**src/sv/xse_pkg.sv**
```systemverilog
`timescale 1ns / 1ps
// ----------------------------------------------------------------------------
// XML string escaper package
// Shared types, character codes and entity name tables for the escaper.
// ----------------------------------------------------------------------------
package xse_pkg;

  // Widest entity value (wrapped high surrogate) fits in 23 bits, 7 digits.
  localparam int VAL_W = 23;
  localparam int DIG_N = 7;
  localparam int BCD_W = 4 * DIG_N;
  localparam int CNT_W = 5;
  localparam int JOB_N = 4;

  // Character codes.
  localparam logic [7:0] CH_AMP  = 8'h26;
  localparam logic [7:0] CH_LT   = 8'h3C;
  localparam logic [7:0] CH_GT   = 8'h3E;
  localparam logic [7:0] CH_QUOT = 8'h22;
  localparam logic [7:0] CH_APOS = 8'h27;
  localparam logic [7:0] CH_HASH = 8'h23;
  localparam logic [7:0] CH_SEMI = 8'h3B;
  localparam logic [7:0] CH_ZERO = 8'h30;
  localparam logic [7:0] CH_SPACE = 8'h20;

  // Named entity strings, right aligned.
  localparam logic [47:0] STR_AMP  = {8'h00, "&amp;"};
  localparam logic [47:0] STR_LT   = {16'h0000, "&lt;"};
  localparam logic [47:0] STR_GT   = {16'h0000, "&gt;"};
  localparam logic [47:0] STR_QUOT = "&quot;";
  localparam logic [47:0] STR_APOS = "&apos;";

  // Surrogate offsets.
  localparam logic [VAL_W-1:0] HI_BASE   = 23'h00D800;
  localparam logic [5:0]       LO_PREFIX = 6'h37;
  localparam logic [21:0]      PLANE_OFS = 22'd64;

  typedef enum logic [2:0] {
    NM_AMP  = 3'd0,
    NM_LT   = 3'd1,
    NM_GT   = 3'd2,
    NM_QUOT = 3'd3,
    NM_APOS = 3'd4
  } name_t;

  typedef enum logic [7:0] {
    ST_IDLE  = 8'b00000001,
    ST_NEXT  = 8'b00000010,
    ST_NAMED = 8'b00000100,
    ST_AMP   = 8'b00001000,
    ST_HASH  = 8'b00010000,
    ST_WAIT  = 8'b00100000,
    ST_DIG   = 8'b01000000,
    ST_SEMI  = 8'b10000000
  } state_t;

  // List of output items for one input word: numeric entities or bytes.
  typedef struct packed {
    logic [JOB_N-1:0][VAL_W-1:0] val;
    logic [JOB_N-1:0]            num;
    logic [2:0]                  cnt;
    logic                        last;
  } job_t;

  typedef struct packed {
    logic             start;
    logic [VAL_W-1:0] value;
  } bcd_req_t;

  typedef struct packed {
    logic             done;
    logic [BCD_W-1:0] bcd;
  } bcd_rsp_t;

  function automatic logic is_named(input logic [7:0] b);
    case (b)
      CH_AMP, CH_LT, CH_GT, CH_QUOT, CH_APOS: return 1'b1;
      default: return 1'b0;
    endcase
  endfunction

  function automatic name_t name_of(input logic [7:0] b);
    case (b)
      CH_AMP:  return NM_AMP;
      CH_LT:   return NM_LT;
      CH_GT:   return NM_GT;
      CH_QUOT: return NM_QUOT;
      CH_APOS: return NM_APOS;
      default: return NM_AMP;
    endcase
  endfunction

  function automatic logic [2:0] name_len(input name_t n);
    case (n)
      NM_AMP:  return 3'd5;
      NM_LT:   return 3'd4;
      NM_GT:   return 3'd4;
      NM_QUOT: return 3'd6;
      NM_APOS: return 3'd6;
      default: return 3'd4;
    endcase
  endfunction

  // Character at position pos (from the first) of a named entity.
  function automatic logic [7:0] name_char(input name_t n, input logic [2:0] pos);
    logic [47:0] s;
    int          sh;
    case (n)
      NM_AMP:  s = STR_AMP;
      NM_LT:   s = STR_LT;
      NM_GT:   s = STR_GT;
      NM_QUOT: s = STR_QUOT;
      NM_APOS: s = STR_APOS;
      default: s = STR_AMP;
    endcase
    sh = 8 * (int'(name_len(n)) - 1 - int'(pos));
    if (sh < 0) begin
      sh = 0;
    end
    return s[sh +: 8];
  endfunction

endpackage

```
**src/sv/xml_string_escaper.sv**
```systemverilog
`timescale 1ns / 1ps
// Each word is accepted while the formatter is idle; input waits until the last item is sent.
// A plain byte item goes from the item list to the output register once the output can
// take it. A named entity item sends each of its characters in turn.
// A numeric entity sends & and #, waits for the serial converter, then its digits and ;.
// Held lead bytes give no word. Output stalls hold back the item being sent.
// Reset clears the held count, the sequencer and the output valid; held bytes keep data.
// ----------------------------------------------------------------------------
// XML string escaper
// Turns a UTF-8 byte stream into XML-escaped text, holding up to three bytes
// of a multi-byte sequence until it is complete.
// ----------------------------------------------------------------------------
module xml_string_escaper (
  input  logic       clk,
  input  logic       rst,
  input  logic       s_tvalid,
  output logic       s_tready,
  input  logic [7:0] s_tdata,   // [7:0] in_byte
  input  logic       s_tlast,   // in_last
  output logic       m_tvalid,
  input  logic       m_tready,
  output logic [7:0] m_tdata,   // [7:0] out_byte
  output logic       m_tlast,   // out_run_end
  output logic [0:0] m_tuser    // [0] out_string_end
);

  logic [7:0] pend [3];
  logic [1:0] pend_cnt;
  logic       pend_four;

  logic              accept;
  logic              hold;
  logic              lead3;
  logic              lead4;
  logic              complete;
  logic [20:0]       cp4;
  logic [15:0]       cp3;
  logic [21:0]       hi_off;
  xse_pkg::job_t     job;
  logic              job_ready;
  xse_pkg::bcd_req_t bcd_req;
  xse_pkg::bcd_rsp_t bcd_rsp;

  assign s_tready = job_ready;
  assign accept   = s_tvalid && s_tready;

  // Decide what an incoming word does: held, or a list of output items.
  always_comb begin
    lead3    = (s_tdata[7:4] == 4'hE);
    lead4    = (s_tdata[7:3] == 5'b11110);
    complete = pend_four ? (pend_cnt >= 2'd3) : (pend_cnt >= 2'd2);
    cp4      = {pend[0][2:0], pend[1][5:0], pend[2][5:0], s_tdata[5:0]};
    cp3      = {pend[0][3:0], pend[1][5:0], s_tdata[5:0]};
    hi_off   = {11'd0, cp4[20:10]} - xse_pkg::PLANE_OFS;
    hold     = 1'b0;
    for (int i = 0; i < xse_pkg::JOB_N; i++) begin
      job.val[i] = {15'd0, s_tdata};
    end
    job.num  = '0;
    job.cnt  = 3'd1;
    job.last = s_tlast;
    if (pend_cnt == 2'd0) begin
      hold = (lead3 || lead4) && !s_tlast;
    end else if (complete) begin
      if (pend_four) begin
        job.val[0] = {1'b0, hi_off} + xse_pkg::HI_BASE;
        job.val[1] = {7'd0, xse_pkg::LO_PREFIX, cp4[9:0]};
        job.num    = 4'b0011;
        job.cnt    = 3'd2;
      end else begin
        job.val[0] = {7'd0, cp3};
        job.num    = 4'b0001;
      end
    end else if (s_tlast) begin
      // Cut short: held bytes and this byte each get the single-byte rules.
      for (int i = 0; i < 3; i++) begin
        if (2'(i) < pend_cnt) begin
          job.val[i] = {15'd0, pend[i]};
        end
      end
      job.cnt = {1'b0, pend_cnt} + 3'd1;
    end else begin
      hold = 1'b1;
    end
  end

  // Held sequence state.
  always_ff @(posedge clk) begin
    if (rst) begin
      pend_cnt  <= '0;
      pend_four <= 1'b0;
    end else if (accept) begin
      if (hold) begin
        pend_cnt <= pend_cnt + 2'd1;
        if (pend_cnt == 2'd0) begin
          pend_four <= lead4;
        end
      end else begin
        pend_cnt  <= '0;
        pend_four <= 1'b0;
      end
    end
  end

  // Held bytes.
  always_ff @(posedge clk) begin
    if (accept && hold) begin
      pend[pend_cnt] <= s_tdata;
    end
  end

  xse_fmt u_fmt (
    .clk       (clk),
    .rst       (rst),
    .job_valid (accept && !hold),
    .job       (job),
    .ready     (job_ready),
    .bcd_req   (bcd_req),
    .bcd_rsp   (bcd_rsp),
    .m_tvalid  (m_tvalid),
    .m_tready  (m_tready),
    .m_tdata   (m_tdata),
    .m_tlast   (m_tlast),
    .m_tuser   (m_tuser)
  );

  xse_bcd u_bcd (
    .clk (clk),
    .rst (rst),
    .req (bcd_req),
    .rsp (bcd_rsp)
  );

endmodule

```
**src/sv/xse_bcd.sv**
```systemverilog
`timescale 1ns / 1ps
// ----------------------------------------------------------------------------
// Bit-serial binary to BCD converter
// Shifts the value in one bit per cycle with add-3 digit correction.
// ----------------------------------------------------------------------------
module xse_bcd (
  input  logic              clk,
  input  logic              rst,
  input  xse_pkg::bcd_req_t req,
  output xse_pkg::bcd_rsp_t rsp
);

  logic [xse_pkg::VAL_W-1:0] bin;
  logic [xse_pkg::BCD_W-1:0] bcd;
  logic [xse_pkg::BCD_W-1:0] adj;
  logic [xse_pkg::CNT_W-1:0] cnt;
  logic                      busy;
  logic                      done;

  // Add three to every digit of five or more before the shift.
  always_comb begin
    for (int i = 0; i < xse_pkg::DIG_N; i++) begin
      if (bcd[4*i +: 4] >= 4'd5) begin
        adj[4*i +: 4] = bcd[4*i +: 4] + 4'd3;
      end else begin
        adj[4*i +: 4] = bcd[4*i +: 4];
      end
    end
  end

  // One bit of the binary value moves into the digits each cycle.
  always_ff @(posedge clk) begin
    if (rst) begin
      busy <= 1'b0;
      done <= 1'b0;
      cnt  <= '0;
    end else if (req.start) begin
      bin  <= req.value;
      bcd  <= '0;
      cnt  <= xse_pkg::CNT_W'(xse_pkg::VAL_W);
      busy <= 1'b1;
      done <= 1'b0;
    end else if (busy) begin
      bcd <= {adj[xse_pkg::BCD_W-2:0], bin[xse_pkg::VAL_W-1]};
      bin <= {bin[xse_pkg::VAL_W-2:0], 1'b0};
      cnt <= cnt - xse_pkg::CNT_W'(1);
      if (cnt == xse_pkg::CNT_W'(1)) begin
        busy <= 1'b0;
        done <= 1'b1;
      end
    end
  end

  assign rsp.done = done;
  assign rsp.bcd  = bcd;

endmodule

```
**src/sv/xse_fmt.sv**
```systemverilog
`timescale 1ns / 1ps
// ----------------------------------------------------------------------------
// Escape formatter
// Walks the item list of one input word and sends the escaped bytes through
// the output register; a new word is taken only once its last item is sent.
// ----------------------------------------------------------------------------
module xse_fmt (
  input  logic              clk,
  input  logic              rst,
  input  logic              job_valid,
  input  xse_pkg::job_t     job,
  output logic              ready,
  output xse_pkg::bcd_req_t bcd_req,
  input  xse_pkg::bcd_rsp_t bcd_rsp,
  output logic              m_tvalid,
  input  logic              m_tready,
  output logic [7:0]        m_tdata,   // [7:0] out_byte
  output logic              m_tlast,   // out_run_end
  output logic [0:0]        m_tuser    // [0] out_string_end
);

  xse_pkg::state_t state;
  xse_pkg::state_t state_next;

  logic [xse_pkg::JOB_N-1:0][xse_pkg::VAL_W-1:0] q_val;
  logic [xse_pkg::JOB_N-1:0]                     q_num;
  logic [2:0]                                    q_cnt;
  logic                                          q_last;
  xse_pkg::name_t                                nm;
  logic [2:0]                                    pos;
  logic [2:0]                                    dig_pos;
  logic [2:0]                                    lead_pos;

  logic       can_emit;
  logic       emit;
  logic       emit_final;
  logic [7:0] emit_byte;
  logic       pop;
  logic       load_named;
  logic [7:0] hb;

  assign can_emit = !m_tvalid || m_tready;
  assign ready    = (state == xse_pkg::ST_IDLE);
  assign hb       = q_val[0][7:0];

  // Highest nonzero digit; a value of zero prints a single digit.
  always_comb begin
    lead_pos = '0;
    for (int i = 0; i < xse_pkg::DIG_N; i++) begin
      if (bcd_rsp.bcd[4*i +: 4] != 4'd0) begin
        lead_pos = 3'(i);
      end
    end
  end

  // Sequencer: decides the next byte and when an item is finished.
  always_comb begin
    state_next    = state;
    emit          = 1'b0;
    emit_final    = 1'b0;
    emit_byte     = hb;
    pop           = 1'b0;
    load_named    = 1'b0;
    bcd_req.start = 1'b0;
    bcd_req.value = q_val[0];
    case (state)
      xse_pkg::ST_IDLE: begin
        if (job_valid) begin
          state_next = xse_pkg::ST_NEXT;
        end
      end
      xse_pkg::ST_NEXT: begin
        if (q_num[0] || (!xse_pkg::is_named(hb) && hb < xse_pkg::CH_SPACE)) begin
          bcd_req.start = 1'b1;
          state_next    = xse_pkg::ST_AMP;
        end else if (xse_pkg::is_named(hb)) begin
          load_named = 1'b1;
          state_next = xse_pkg::ST_NAMED;
        end else if (can_emit) begin
          emit       = 1'b1;
          emit_final = 1'b1;
          pop        = 1'b1;
        end
      end
      xse_pkg::ST_NAMED: begin
        emit_byte = xse_pkg::name_char(nm, pos);
        if (can_emit) begin
          emit = 1'b1;
          if (pos == xse_pkg::name_len(nm) - 3'd1) begin
            emit_final = 1'b1;
            pop        = 1'b1;
          end
        end
      end
      xse_pkg::ST_AMP: begin
        emit_byte = xse_pkg::CH_AMP;
        if (can_emit) begin
          emit       = 1'b1;
          state_next = xse_pkg::ST_HASH;
        end
      end
      xse_pkg::ST_HASH: begin
        emit_byte = xse_pkg::CH_HASH;
        if (can_emit) begin
          emit       = 1'b1;
          state_next = xse_pkg::ST_WAIT;
        end
      end
      xse_pkg::ST_WAIT: begin
        if (bcd_rsp.done) begin
          state_next = xse_pkg::ST_DIG;
        end
      end
      xse_pkg::ST_DIG: begin
        emit_byte = xse_pkg::CH_ZERO + {4'd0, bcd_rsp.bcd[4*dig_pos +: 4]};
        if (can_emit) begin
          emit = 1'b1;
          if (dig_pos == 3'd0) begin
            state_next = xse_pkg::ST_SEMI;
          end
        end
      end
      xse_pkg::ST_SEMI: begin
        emit_byte = xse_pkg::CH_SEMI;
        if (can_emit) begin
          emit       = 1'b1;
          emit_final = 1'b1;
          pop        = 1'b1;
        end
      end
      default: begin
        state_next = xse_pkg::ST_IDLE;
      end
    endcase
    // A finished item moves the list on, or ends the word.
    if (pop) begin
      state_next = (q_cnt == 3'd1) ? xse_pkg::ST_IDLE : xse_pkg::ST_NEXT;
    end
  end

  // Control registers.
  always_ff @(posedge clk) begin
    if (rst) begin
      state    <= xse_pkg::ST_IDLE;
      q_cnt    <= '0;
      m_tvalid <= 1'b0;
    end else begin
      state <= state_next;
      if (state == xse_pkg::ST_IDLE && job_valid) begin
        q_cnt <= job.cnt;
      end else if (pop) begin
        q_cnt <= q_cnt - 3'd1;
      end
      if (emit) begin
        m_tvalid <= 1'b1;
      end else if (m_tready) begin
        m_tvalid <= 1'b0;
      end
    end
  end

  // Item list, entity counters and output word.
  always_ff @(posedge clk) begin
    if (state == xse_pkg::ST_IDLE && job_valid) begin
      q_val  <= job.val;
      q_num  <= job.num;
      q_last <= job.last;
    end else if (pop) begin
      for (int i = 0; i < xse_pkg::JOB_N - 1; i++) begin
        q_val[i] <= q_val[i+1];
      end
      q_num <= q_num >> 1;
    end
    if (load_named) begin
      nm  <= xse_pkg::name_of(hb);
      pos <= '0;
    end else if (state == xse_pkg::ST_NAMED && emit) begin
      pos <= pos + 3'd1;
    end
    if (state == xse_pkg::ST_WAIT) begin
      dig_pos <= lead_pos;
    end else if (state == xse_pkg::ST_DIG && emit) begin
      dig_pos <= dig_pos - 3'd1;
    end
    if (emit) begin
      m_tdata    <= emit_byte;
      m_tlast    <= emit_final && (q_cnt == 3'd1);
      m_tuser[0] <= emit_final && (q_cnt == 3'd1) && q_last;
    end
  end

endmodule
```
**config.mk**
```make
export PLATFORM = sky130hd
export DESIGN_NAME = xml_string_escaper
export DESIGN_NICKNAME = d
export VERILOG_FILES = /design/src/sv/xse_pkg.sv /design/src/sv/xml_string_escaper.sv /design/src/sv/xse_bcd.sv /design/src/sv/xse_fmt.sv
export SDC_FILE = /design/constraint.sdc
export NUM_CORES = 1
export LEC_CHECK = 0
export BUFFER_PORTS_ARGS = -buffer_cell sky130_fd_sc_hd__buf_2
export CORE_ASPECT_RATIO = 0.9
export CORE_MARGIN = 2
export CORE_UTILIZATION = 65
export CTS_CLUSTER_DIAMETER = 40
export DETAILED_ROUTE_END_ITERATION = 7
export PLACE_DENSITY = 0.81
export SLEW_MARGIN = 20
export SYNTH_ARGS = -nofsm -noshare
export SYNTH_HDL_FRONTEND = slang
export SYNTH_HIERARCHICAL = 1
export SYNTH_SLANG_ARGS = --single-unit
```
**constraint.sdc**
```tcl
create_clock -name clk -period 10.3 [get_ports clk]
set_input_delay 0.515 -clock clk [delete_from_list [all_inputs] [get_ports clk]]
set_output_delay 0.515 -clock clk [all_outputs]
set_load 0.02 [all_outputs]
```
==> parameters.txt, run 1 <==
Parameter                              Value

Synthesis
  Average cell area after synthesis ... 10.5 sq um
  Top FF cell, synth ... sky130_fd_sc_hd__edfxtp_1
  Proportion of synthesized flip-flops having asynchronous set or reset ... 0%
  Mapped Area ... 11200 sq um
  Fraction of the yosys area taken by sequential cells ... 54.7%
  Count of different cell masters after synthesis ... 88
  Number of enable-type register cells in the synthesized netlist ... 188
  Cell count after synthesis ... 1073
  Count of yosys warnings during synthesis ... 6
  FF+latch count, synth ... roughly 210

Placement
  Count of buffers from port buffering ... 24
  Post-place setup slack ... 6.43 ns
  Number of cells after detailed placement ... around 1300
  Final HPWL DP ... 13.7 mm
  Final Wtd Congestion ... between 0.8 and 0.9

Global routing
  Largest net degree at the start of global routing ... 83
  Via count of the first global-routing pass ... 7224
  Global-route usage over all layers ... approximately 25%
  Wire length of the first global-routing pass ... 35.9 mm
  Number of antenna violations at the first check in global routing ... 0
  GRT overflow ... 0

STA
  Number of slew-limit violations in the final report ... 0
  Count of endpoints failing hold in the final timing report ... 0
  Final hold slack ... 0.205 ns
  Setup Skew ... 0.0203 ns
  Measured slew at the worst slew-check pin ... 1.00 ns
  Total setup violations reported at the end of the flow ... 0
  RSZ-0062 raised after global routing ... no
  Post-route minimum period ... 3.96 ns
  Final period util ... 38.5%
  Highest attainable clock frequency ... ~250 MHz
  Fin worst setup slack ... 6.34 ns
  Headroom to the max-slew limit ... 32.5%
  Total negative slack for setup checks ... 0 ns

Critical path
  Worst reg2reg path depth ... 12
  Highest net fanout along the worst path ... just over 80
  Category of cells accounting for the largest share of critical-path delay ... buffers and inverters
  Critical Setup Path Class ... flop to flop
  Critical path, cell by cell ... inv_1 -> ha_1 -> nand3_1 -> a2111oi_2 -> or2_1 -> nor2_1 -> nand2_2 -> buf_4 -> inv_2 -> buf_4 -> nand2_1 -> nand2_1
  Delay of the slowest cell on the worst path ... slightly above 0.6 ns
  Nature of the critical path endpoint ... flop
  End of the worst register-to-register path ... u_fmt/bcd_req[14]
  Worst reg2reg path startpoint ... pend_cnt[1]
  Flop-to-flop setup slack ... approximately 6.3 ns
  Critical Path Start Type ... flop
  Combined buffer and inverter count along the critical path ... 4
  Data arrival time of the critical path ... between 4 and 5 ns
  Worst Path Required ... about 11 ns
  Critical-path top delay cell ... sky130_fd_sc_hd__buf_4

Die
  Count of pins on the block boundary ... 25
  Placeable core region ... 16900 sq um
  Initial cell density of the core ... 66.5%
  Die width ... 143 microns
  Height of the die ... about 130 microns
  Total die area ... 18300 sq um
  Std cell rows ... 45

Pwr
  Fraction of power consumed by combinational cells ... 21.7%
  Switching Share ... 30.7%
  Power per cell area ... approximately 230 nW/um^2
  Leakage power figure ... 0.00479 uW
  Internal Pwr Total ... 1970 uW
  Power share of the clock group ... 33.0%
  Psw ... about 870 uW
  Power consumption ... 2840 uW
  Sequential group share of total power ... 45.3%
  Worst supply voltage drop on vdd ... around 180 uV

Clock tree
  Worst-path clk slew ... 0.06 ns
  H-tree level count ... 1
  Sink Count ... 213
  Post-cts gate resize count ... 0
  Clk root buf ... sky130_fd_sc_hd__clkbuf_16
  TritonCTS buffer count ... 28
  CTS tree ... built
  Post-CTS Hold Buffers ... 0
  Post-CTS Setup Bufs ... 0
  Deepest clock path buffer count ... 3
  Later-pin clock latency in the skew report ... around 0.55 ns

Flow run
  Reported max-cap violation count ... 0

Drt
  Number of vias per cell ... 5.74
  First DRT Iteration DRCs ... 733
  Number of remaining DRC errors ... 0
  Length of the first detailed-routing pass in iterations ... 5
  Drt total wl ... 21.7 mm
  Number of nets with antenna violations after detailed routing ... 0
  Wirelength per Cell ... 16.2 microns
  Routed via count ... 7681

Final layout
  Total inserted antenna cells ... 0
  Filler cell count in the final layout ... 1142
  Post-Layout Cell Count ... 1338
  Highest-count cells in the layout ignoring fill and taps ... sky130_fd_sc_hd__nand2_1, sky130_fd_sc_hd__edfxtp_1, sky130_fd_sc_hd__nor2_1, sky130_fd_sc_hd__o21ai_0, sky130_fd_sc_hd__conb_1
  Area of the multi-input gates ... 4660 sq um
  Sequential standard cell area ... about 6100 sq um
  Share of layout cells above drive strength 1 ... 11.4%
  Leading cell type in the layout, fill and taps excluded ... sky130_fd_sc_hd__nand2_1
  Net total in the final layout ... 1150
  Area added between synthesis and finish ... 9.78%

Worst hold path
  Terminating pin of the worst hold path ... pend[2][0]
  Hold depth ... 1
  Hold Crit Class ... input pin to flop
  Critical hold path startpoint ... s_tdata[0]

Outcome
  Run status ... complete, no violations
## flip-flops by register name (all words and copies together) (netlist names), 3 cells and up
signal / cells
pend: 24
u_fmt/bcd_req: 23
u_fmt/state: 8
u_fmt/q_val: 69
u_bcd/bin: 23
u_fmt/pos: 3
u_fmt/dig_pos: 3
u_fmt/q_cnt: 3
u_bcd/bcd: 28
u_bcd/cnt: 5
u_fmt/nm: 3
u_fmt/q_num: 4
u_fmt/m_tdata: 8
## how the worst max path moves through the flow
| stage | start | endpoint | slack [ns] | cells after the start |
|---|---|---|---|---|
| after floorplan | u_fmt/state[6] | u_bcd/bcd[0] | 6.11 | 8 |
| after global placement | pend_cnt[1] | u_fmt/q_val[38] | 6.55 | 12 |
| after detailed placement | pend_cnt[1] | u_fmt/bcd_req[14] | 6.43 | 12 |
| after CTS | pend_cnt[1] | u_fmt/bcd_req[14] | 6.38 | 12 |
| after global routing | pend_cnt[1] | u_fmt/bcd_req[14] | 5.96 | 12 |
| final | pend_cnt[1] | u_fmt/bcd_req[14] | 6.34 | 12 |
## cell type report
cell class,instances,share of cell area [%]
Timing Repair Buffer,28,1.22
Sequential cell,213,49.9
Clock buffer,33,5.92
Tap cell,211,2.14
Clock inverter,19,1.58
Multi-Input combinational cell,787,37.8
Inverter,47,1.43
## cell usage after synthesis (14+ instances only)
library cell,n,area share [%]
sky130_fd_sc_hd__buf_4,27,1.8
sky130_fd_sc_hd__edfxtp_1,188,50
sky130_fd_sc_hd__dfxtp_1,25,4.5
sky130_fd_sc_hd__buf_2,21,0.94
sky130_fd_sc_hd__clkbuf_1,17,0.57
sky130_fd_sc_hd__nor3_1,25,1.1
sky130_fd_sc_hd__mux2_1,23,2.3
sky130_fd_sc_hd__nand2_1,273,9.1
sky130_fd_sc_hd__nor2_1,82,2.7
sky130_fd_sc_hd__mux2_2,15,1.5
sky130_fd_sc_hd__inv_1,45,1.5
sky130_fd_sc_hd__nor2b_1,14,0.78
sky130_fd_sc_hd__o21ai_0,47,2.1
sky130_fd_sc_hd__a21oi_1,39,1.7
sky130_fd_sc_hd__ha_1,30,3.3
## power groups by stage
stage          Clock [uW]  Sequential, uW  Combinational [uW]
4_1_cts               953            1290                 611
3_5_place_dp            0            1300                 602
3_3_place_gp            0            1290                 587
6_report              936            1290                 615
5_1_grt               986            1310                 699
2_1_floorplan           0            1280                 520
## per-layer routing
metal  track usage, %  vias to the layer above  part of all wire [%]
met2             39.8                      263                    47
met1             33.7                     3578                    43
met5                0                        -                     0
li1                 -                     3784                     -
met3             3.65                       56                   5.3
met4             10.1                        0                   4.0
## through the flow
step           instance area (sq um)  util (%)
2_1_floorplan                  11400         -
3_3_place_gp                   11400      67.5
3_5_place_dp                   11400      67.5
4_1_cts                        12300      73.0
5_1_grt                        12300      73.0
6_report                       12300      73.0
## cells by family after synthesis
family / count (synthesis) / synth area share (%)
adders and majority gates: 33 / 3.79
AOI/OAI and AO/OA: 161 / 9.73
buffers and inverters: 118 / 5.45
other: 1 / 0.0334
muxes: 51 / 5.55
DFF: 213 / 54.7
xor gates and xnor gates: 20 / 1.56
and+or+nand+nor: 476 / 19.1
No activity file was read; power rests on OpenSTA's default activity.
==> run 2, diff against run 1 <==
- CORE_UTILIZATION: 65 -> 64
- PLACE_DENSITY: 0.81 -> 0.8
- clock period: 10.3 -> 3.9 ns (I/O delays scaled with it)
==> run 2 against run 1 <==
Against the previous run: worst setup slack lost 6.0 ns; cell count rose by 3.1%; sequential share of layout area down 0.98 points; critical path type unchanged; clock skew down 0.0096 ns; critical path depth is the same; clock power rose to 2.8 times the previous value; die area is 1.5% higher; clock-buffer cell count increased by 6; combinational power rose to 2.8 times the previous value; hold slack worse by 0.19 ns; largest power group unchanged.
==> parameters.txt, run 2 (synthesized netlist as in run 1, its figures left out) <==
Parameter                              Value

Global routing
  Number of antenna violations at the first check in global routing ... 0 (unchanged)
  Global-route usage over all layers ... 24.7% (was 24.5%)
  Wire length of the first global-routing pass ... 36.8 mm (was 35.9 mm)
  Largest net degree at the start of global routing ... 76 (was 83)
  Via count of the first global-routing pass ... 7571 (was 7224)
  GRT overflow ... 0 (unchanged)

Critical path
  End of the worst register-to-register path ... u_fmt/m_tdata[2] (was u_fmt/bcd_req[14])
  Worst reg2reg path depth ... 12 (unchanged)
  Flop-to-flop setup slack ... 0.36 ns (was 6.34 ns)
  Critical Setup Path Class ... flop to flop (unchanged)
  Highest net fanout along the worst path ... 15 (was 82)
  Data arrival time of the critical path ... 3.94 ns (was 4.26 ns)
  Critical Path Start Type ... flop (unchanged)
  Worst reg2reg path startpoint ... u_fmt/nm[1] (was pend_cnt[1])
  Worst Path Required ... 4.31 ns (was 10.60 ns)
  Nature of the critical path endpoint ... flop (unchanged)

Worst hold path
  Hold depth ... 3 (was 1)
  Terminating pin of the worst hold path ... u_fmt/m_tvalid (was pend[2][0])
  Hold Crit Class ... input pin to flop (unchanged)
  Critical hold path startpoint ... m_tready (was s_tdata[0])

STA
  Final period util ... 90.7% (was 38.5%)
  Total negative slack for setup checks ... 0 ns (unchanged)
  RSZ-0062 raised after global routing ... no (unchanged)
  Post-route minimum period ... 3.54 ns (was 3.96 ns)
  Highest attainable clock frequency ... 283 MHz (was 252 MHz)
  Count of endpoints failing hold in the final timing report ... 0 (unchanged)
  Headroom to the max-slew limit ... 38.2% (was 32.5%)
  Total setup violations reported at the end of the flow ... 0 (unchanged)
  Setup Skew ... 0.0108 ns (was 0.0203 ns)
  Measured slew at the worst slew-check pin ... 0.923 ns (was 1.00 ns)
  Number of slew-limit violations in the final report ... 0 (unchanged)

Final layout
  Max reg flops ... 69 (unchanged)
  Area added between synthesis and finish ... 12.0% (was 9.78%)
  Total inserted antenna cells ... 0 (unchanged)
  Registers with the most flip-flops ... u_fmt/q_val x69, u_bcd/bcd x28, pend x24 (unchanged)
  Share of layout cells above drive strength 1 ... 12.0% (was 11.4%)
  Filler cell count in the final layout ... 1160 (was 1142)
  Top reg by flops ... u_fmt/q_val (unchanged)
  Highest-count cells in the layout ignoring fill and taps ... sky130_fd_sc_hd__nand2_1, sky130_fd_sc_hd__edfxtp_1, sky130_fd_sc_hd__nor2_1, sky130_fd_sc_hd__o21ai_0, sky130_fd_sc_hd__conb_1 (unchanged)
  Net total in the final layout ... 1166 (was 1150)
  Leading cell type in the layout, fill and taps excluded ... sky130_fd_sc_hd__nand2_1 (unchanged)

Pwr
  Leakage power figure ... 0.00489 uW (was 0.00479 uW)
  Worst supply voltage drop on vdd ... 695 uV (was 176 uV)
  Power consumption ... 7690 uW (was 2840 uW)
  Power per cell area ... 612 nW/um^2 (was 230 nW/um^2)

Flow run
  Reported max-cap violation count ... 0 (unchanged)

Drt
  Length of the first detailed-routing pass in iterations ... 5 (unchanged)
  Number of vias per cell ... 5.63 (was 5.74)
  Routed via count ... 7757 (was 7681)
  Number of remaining DRC errors ... 0 (unchanged)
  Drt total wl ... 22.0 mm (was 21.7 mm)
  Wirelength per Cell ... 16.0 microns (was 16.2 microns)
  Number of nets with antenna violations after detailed routing ... 0 (unchanged)
  First DRT Iteration DRCs ... 684 (was 733)

Clock tree
  TritonCTS buffer count ... 29 (was 28)
  Worst-path clk slew ... 0.06 ns (about the same)
  Later-pin clock latency in the skew report ... 0.54 ns (was 0.55 ns)
  Deepest clock path buffer count ... 3 (unchanged)
  Clk root buf ... sky130_fd_sc_hd__clkbuf_16 (unchanged)
  H-tree level count ... 1 (unchanged)
  Sink Count ... 213 (unchanged)
  CTS tree ... built (unchanged)

Placement
  Count of buffers from port buffering ... 24 (unchanged)
  Final Wtd Congestion ... 0.903 (was 0.889)
  Final HPWL DP ... 14.0 mm (was 13.7 mm)

Die
  Initial cell density of the core ... 66.0% (was 66.5%)
  Count of pins on the block boundary ... 25 (unchanged)
  Placeable core region ... 17000 sq um (was 16900 sq um)
  Height of the die ... 130 microns (was 129 microns)
  Die width ... 144 microns (was 143 microns)
  Total die area ... 18600 sq um (was 18300 sq um)
  Std cell rows ... 45 (unchanged)

Outcome
  Run status ... complete, no violations (unchanged)
-- run 2: cell types whose count changed in the layout (fill, tap and decap cells not counted), sizes merged --
| cell | before | now |
|---|---|---|
| dlygate4sd3 | 0 | 8 |
| clkinvlp | 3 | 2 |
| clkinv | 11 | 3 |
| clkbuf | 33 | 39 |
| inv | 50 | 55 |
| buf | 28 | 35 |
-- run 2: critical path, stage by stage, from the launching register on --
cell                       delay, ns
sky130_fd_sc_hd__edfxtp_1       0.56
sky130_fd_sc_hd__nor2_1         0.32
sky130_fd_sc_hd__a21o_1         0.19
sky130_fd_sc_hd__inv_1          0.05
sky130_fd_sc_hd__ha_1           0.30
sky130_fd_sc_hd__fa_1           0.42
sky130_fd_sc_hd__fa_1           0.56
sky130_fd_sc_hd__or4_1          0.46
sky130_fd_sc_hd__nand3_1        0.10
sky130_fd_sc_hd__nand3_1        0.10
sky130_fd_sc_hd__o21ai_0        0.20
sky130_fd_sc_hd__nand2_1        0.08
sky130_fd_sc_hd__nand2_1        0.07
-- run 2: final cells by class --
class,count,area [sq um],share of cell area [%]
Clock buffer,39,805,6.40
Sequential cell,213,6150,48.9
Timing Repair Buffer,43,320,2.55
Clock inverter,15,166,1.32
Inverter,47,176,1.40
Tap cell,235,294,2.34
Multi-Input combinational cell,787,4660,37.1
-- run 2: routing by layer --
metal  share of wire [%]  track usage, %  vias up
li1                    -               -     3824
met1                  43            33.5     3603
met2                  49            40.7      280
met3                 5.7            3.66       50
met4                 2.8            9.52        0
met5                   0               0        -
-- run 2: worst max-delay path by stage --
stage,from,to,slack (ns),depth (start not counted)
after detailed placement,u_fmt/nm[1],u_fmt/m_tdata[2],0.41,12
after CTS,u_fmt/nm[1],u_fmt/m_tdata[2],0.40,12
after global routing,u_fmt/nm[1],u_fmt/m_tdata[2],0.07,12
after floorplan,u_fmt/nm[2],u_fmt/bcd_req[0],0.47,9
after global placement,u_fmt/nm[1],u_fmt/m_tdata[2],0.48,12
final,u_fmt/nm[1],u_fmt/m_tdata[2],0.36,12
-- run 2: metrics by stage --
step	area [sq um]	worst slack (ns)	instances	hold WS [ns]	util, %
after CTS	12600	0.396	1379	0.0125	73.9
after global routing	12600	0.0698	1379	0.0337	73.9
final	12600	0.364	1379	0.0191	73.9
after detailed placement	11500	0.411	1317	0.440	67.7
after floorplan	11400	0.465	1118	0.264	-
after global placement	11500	0.484	1317	0.436	67.7
-- run 2: power breakdown --
group	switching, uW	total, uW	internal, uW
clock	995	2600	1600
combinational	1130	1720	586
sequential	199	3370	3180
total	2330	7690	5360
-- run 2: repair_timing --
| item | in CTS | in global routing |
|---|---|---|
| hold endpoints to repair | 32 | 0 |
| buffers inserted | 0 | 0 |
| gates resized for setup | 0 | 0 |
| hold buffers | 8 | 0 |
==> run 3, diff against run 2 <==
- ABC_AREA: default -> 1
==> run 3 against run 2 <==
Against the previous run: synthesized cell count up 17%; routed wire length grew 5.0%; utilization shrank 0.69 points; largest cell class unchanged; clock skew is 0.0011 ns higher; area after synthesis decreased by 0.55%; highest routed layer unchanged; combinational power is 6% lower; critical path depth is 1 higher; via count is 7.5% higher.
==> parameters.txt, run 3 <==
Parameter                              Value

Drt
  Number of vias per cell ... 5.32 (was 5.63)
  Number of remaining DRC errors ... 0 (unchanged)
  Routed via count ... 8340 (was 7757)
  Wirelength per Cell ... 14.7 microns (was 16.0 microns)
  Drt total wl ... 23.1 mm (was 22.0 mm)
  Number of nets with antenna violations after detailed routing ... 0 (unchanged)
  First DRT Iteration DRCs ... 781 (was 684)
  Length of the first detailed-routing pass in iterations ... 5 (unchanged)

Synthesis
  Mapped Area ... 11200 sq um (about the same)
  Post-synth top cells ... sky130_fd_sc_hd__nand2_1, sky130_fd_sc_hd__edfxtp_1, sky130_fd_sc_hd__nor2_1 (unchanged)
  Top FF cell, synth ... sky130_fd_sc_hd__edfxtp_1 (unchanged)
  Post-synth top area cell ... sky130_fd_sc_hd__edfxtp_1 (unchanged)
  Fraction of the yosys area taken by sequential cells ... 55.0% (was 54.7%)
  Proportion of synthesized flip-flops having asynchronous set or reset ... 0% (unchanged)
  Count of yosys warnings during synthesis ... 6 (unchanged)
  Average cell area after synthesis ... 8.90 sq um (was 10.5 sq um)
  Cell count after synthesis ... 1255 (was 1073)
  Share of the synthesized area in the top cell type ... 50.6% (was 50.3%)
  Count of different cell masters after synthesis ... 44 (was 88)
  Top cells by area in the synthesized netlist ... sky130_fd_sc_hd__edfxtp_1, sky130_fd_sc_hd__nand2_1, sky130_fd_sc_hd__dfxtp_1 (unchanged)
  Most common cell in the synthesized netlist ... sky130_fd_sc_hd__nand2_1 (unchanged)
  FF+latch count, synth ... 213 (unchanged)
  Number of enable-type register cells in the synthesized netlist ... 188 (unchanged)

Final layout
  Top reg by flops ... u_fmt/q_val (unchanged)
  Total inserted antenna cells ... 0 (unchanged)
  Post-Layout Cell Count ... 1569 (was 1379)
  Share of layout cells above drive strength 1 ... 10.2% (was 12.0%)
  Area added between synthesis and finish ... 11.5% (was 12.0%)
  Final Core Density ... 73.2% (was 73.9%)
  Net total in the final layout ... 1359 (was 1166)
  Leading cell type in the layout, fill and taps excluded ... sky130_fd_sc_hd__nand2_1 (unchanged)
  Highest-count cells in the layout ignoring fill and taps ... sky130_fd_sc_hd__nand2_1, sky130_fd_sc_hd__edfxtp_1, sky130_fd_sc_hd__nor2_1, sky130_fd_sc_hd__inv_1, sky130_fd_sc_hd__o21ai_0 (was sky130_fd_sc_hd__nand2_1, sky130_fd_sc_hd__edfxtp_1, sky130_fd_sc_hd__nor2_1, sky130_fd_sc_hd__o21ai_0, sky130_fd_sc_hd__conb_1)
  Post-route cell area ... 12500 sq um (was 12600 sq um)
  Max reg flops ... 69 (unchanged)
  Registers with the most flip-flops ... u_fmt/q_val x69, u_bcd/bcd x28, pend x24 (unchanged)

Placement
  Count of buffers from port buffering ... 24 (unchanged)
  Placed cell area ... 11500 sq um (about the same)
  Final Wtd Congestion ... 0.946 (was 0.903)
  Number of cells after detailed placement ... 1511 (was 1317)
  Final HPWL DP ... 15.1 mm (was 14.0 mm)

Global routing
  Wire length of the first global-routing pass ... 37.3 mm (was 36.8 mm)
  Largest net degree at the start of global routing ... 104 (was 76)
  Number of antenna violations at the first check in global routing ... 0 (unchanged)
  Via count of the first global-routing pass ... 7709 (was 7571)
  GRT overflow ... 0 (unchanged)
  Global-route usage over all layers ... 25.3% (was 24.7%)

STA
  RSZ-0062 raised after global routing ... no (unchanged)
  Post-route minimum period ... 3.49 ns (was 3.54 ns)
  Number of slew-limit violations in the final report ... 0 (unchanged)
  Count of endpoints failing hold in the final timing report ... 0 (unchanged)
  Total setup violations reported at the end of the flow ... 0 (unchanged)
  Measured slew at the worst slew-check pin ... 0.782 ns (was 0.923 ns)
  Final hold slack ... 0.0492 ns (was 0.0191 ns)
  Setup Skew ... 0.0118 ns (was 0.0108 ns)
  Headroom to the max-slew limit ... 47.6% (was 38.2%)
  Total negative slack for setup checks ... 0 ns (unchanged)
  Final period util ... 89.4% (was 90.7%)
  Highest attainable clock frequency ... 287 MHz (was 283 MHz)

Pwr
  Power per cell area ... 583 nW/um^2 (was 612 nW/um^2)
  Worst supply voltage drop on vdd ... 577 uV (was 695 uV)
  Leakage power figure ... 0.00540 uW (was 0.00489 uW)

Die
  Initial cell density of the core ... 65.7% (was 66.0%)
  Die width ... 143 microns (was 144 microns)
  Total die area ... 18500 sq um (was 18600 sq um)
  Height of the die ... 129 microns (was 130 microns)
  Count of pins on the block boundary ... 25 (unchanged)
  Std cell rows ... 45 (unchanged)
  Placeable core region ... 17000 sq um (unchanged)

Clock tree
  Sink Count ... 213 (unchanged)
  Worst-path clk slew ... 0.06 ns (about the same)
  Post-CTS Setup Bufs ... 0 (unchanged)
  TritonCTS buffer count ... 27 (was 29)
  Deepest clock path buffer count ... 3 (unchanged)
  Later-pin clock latency in the skew report ... 0.52 ns (was 0.54 ns)
  Clk root buf ... sky130_fd_sc_hd__clkbuf_16 (unchanged)
  CTS tree ... built (unchanged)
  H-tree level count ... 1 (unchanged)

Critical path
  Critical-path top delay cell ... sky130_fd_sc_hd__edfxtp_1 (unchanged)
  Worst Path Required ... 4.15 ns (was 4.31 ns)
  Critical Path Start Type ... flop (unchanged)
  Combined buffer and inverter count along the critical path ... 2 (was 1)
  Category of cells accounting for the largest share of critical-path delay ... simple AND/OR/NAND/NOR gates (was adder cells)
  Critical Setup Path Class ... flop to flop (unchanged)
  Highest net fanout along the worst path ... 6 (was 15)
  Data arrival time of the critical path ... 3.74 ns (was 3.94 ns)
  Worst reg2reg path startpoint ... u_fmt/nm[0] (was u_fmt/nm[1])
  Flop-to-flop setup slack ... 0.41 ns (was 0.36 ns)
  CP Launch Point ... u_fmt/nm[0] (was u_fmt/nm[1])
  Delay of the slowest cell on the worst path ... 0.44 ns (was 0.56 ns)
  Nature of the critical path endpoint ... flop (unchanged)
  Critical path, cell by cell ... nor2_1 -> nand2_1 -> nand2_1 -> inv_1 -> ha_1 -> fa_1 -> fa_1 -> nor2_1 -> inv_1 -> nor2_1 -> nand2_1 -> nor3_1 -> o2111ai_1 (was nor2_1 -> a21o_1 -> inv_1 -> ha_1 -> fa_1 -> fa_1 -> or4_1 -> nand3_1 -> nand3_1 -> o21ai_0 -> nand2_1 -> nand2_1)

Flow run
  Reported max-cap violation count ... 0 (unchanged)

Worst hold path
  Hold Crit Class ... input pin to flop (unchanged)
  Critical hold path startpoint ... s_tvalid (was m_tready)

Outcome
  Run status ... complete, no violations (unchanged)
-- run 3: report_power, final --
part / switching [uW] / internal (uW) / total [uW]
Sequential: 151 / 3060 / 3210
Clock: 973 / 1460 / 2430
Combinational: 1150 / 468 / 1610
Total: 2270 / 4990 / 7260
-- run 3: per-stage QoR --
step	total power [uW]	worst slack, ns
2_1_floorplan	4510	0.717
3_3_place_gp	4780	0.413
3_5_place_dp	4840	0.467
4_1_cts	7280	0.421
5_1_grt	7620	0.0856
6_report	7260	0.413
-- run 3: per-layer routing --
metal / global-route usage [%] / part of all wire [%]
met1: 35.4 / 44
met2: 41.8 / 48
met3: 4.07 / 6.2
met4: 6.40 / 1.8
met5: 0 / 0
-- run 3: final cells by class --
type	count	area (sq um)
Multi-Input combinational cell	899	4310
Timing Repair Buffer	40	313
Inverter	133	504
Sequential cell	213	6150
Tap cell	235	294
Clock buffer	31	711
Clock inverter	18	179
Fill cell	1245	4550
-- run 3: cell families (layout without fill, tap and decap cells) --
group                      after synthesis  in the layout  synth area share, %
AOI/OAI and AO/OA                      149            149                 7.45
xor gates and xnor gates                 5              5                0.392
adders and majority gates               32             32                 3.72
buffers and inverters                  188            222                 8.04
DFF                                    213            213                 55.0
muxes                                    2              2                0.202
other                                    1             46               0.0336
and+or+nand+nor                        665            665                 25.1
-- run 3: worst paths after layout --
path / to / cells after the start
max: u_fmt/m_tdata[0] / 13
min: pend_cnt[1] / 4
max reg2reg: u_fmt/m_tdata[0] / 13
min reg2reg: u_fmt/q_cnt[1] / 2
-- run 3: repair_timing --
| item | in CTS | in global routing |
|---|---|---|
| resized for setup | 0 | 0 |
| hold buffers | 9 | 0 |
| endpoints found under the hold margin | 33 | 0 |
-- run 3: tightest hold or removal path, delay by kind of cell --
kind            cells  cell delay [ns]
buf+inv             1             0.08
compound gates      1             0.06
simple gates        2             0.19
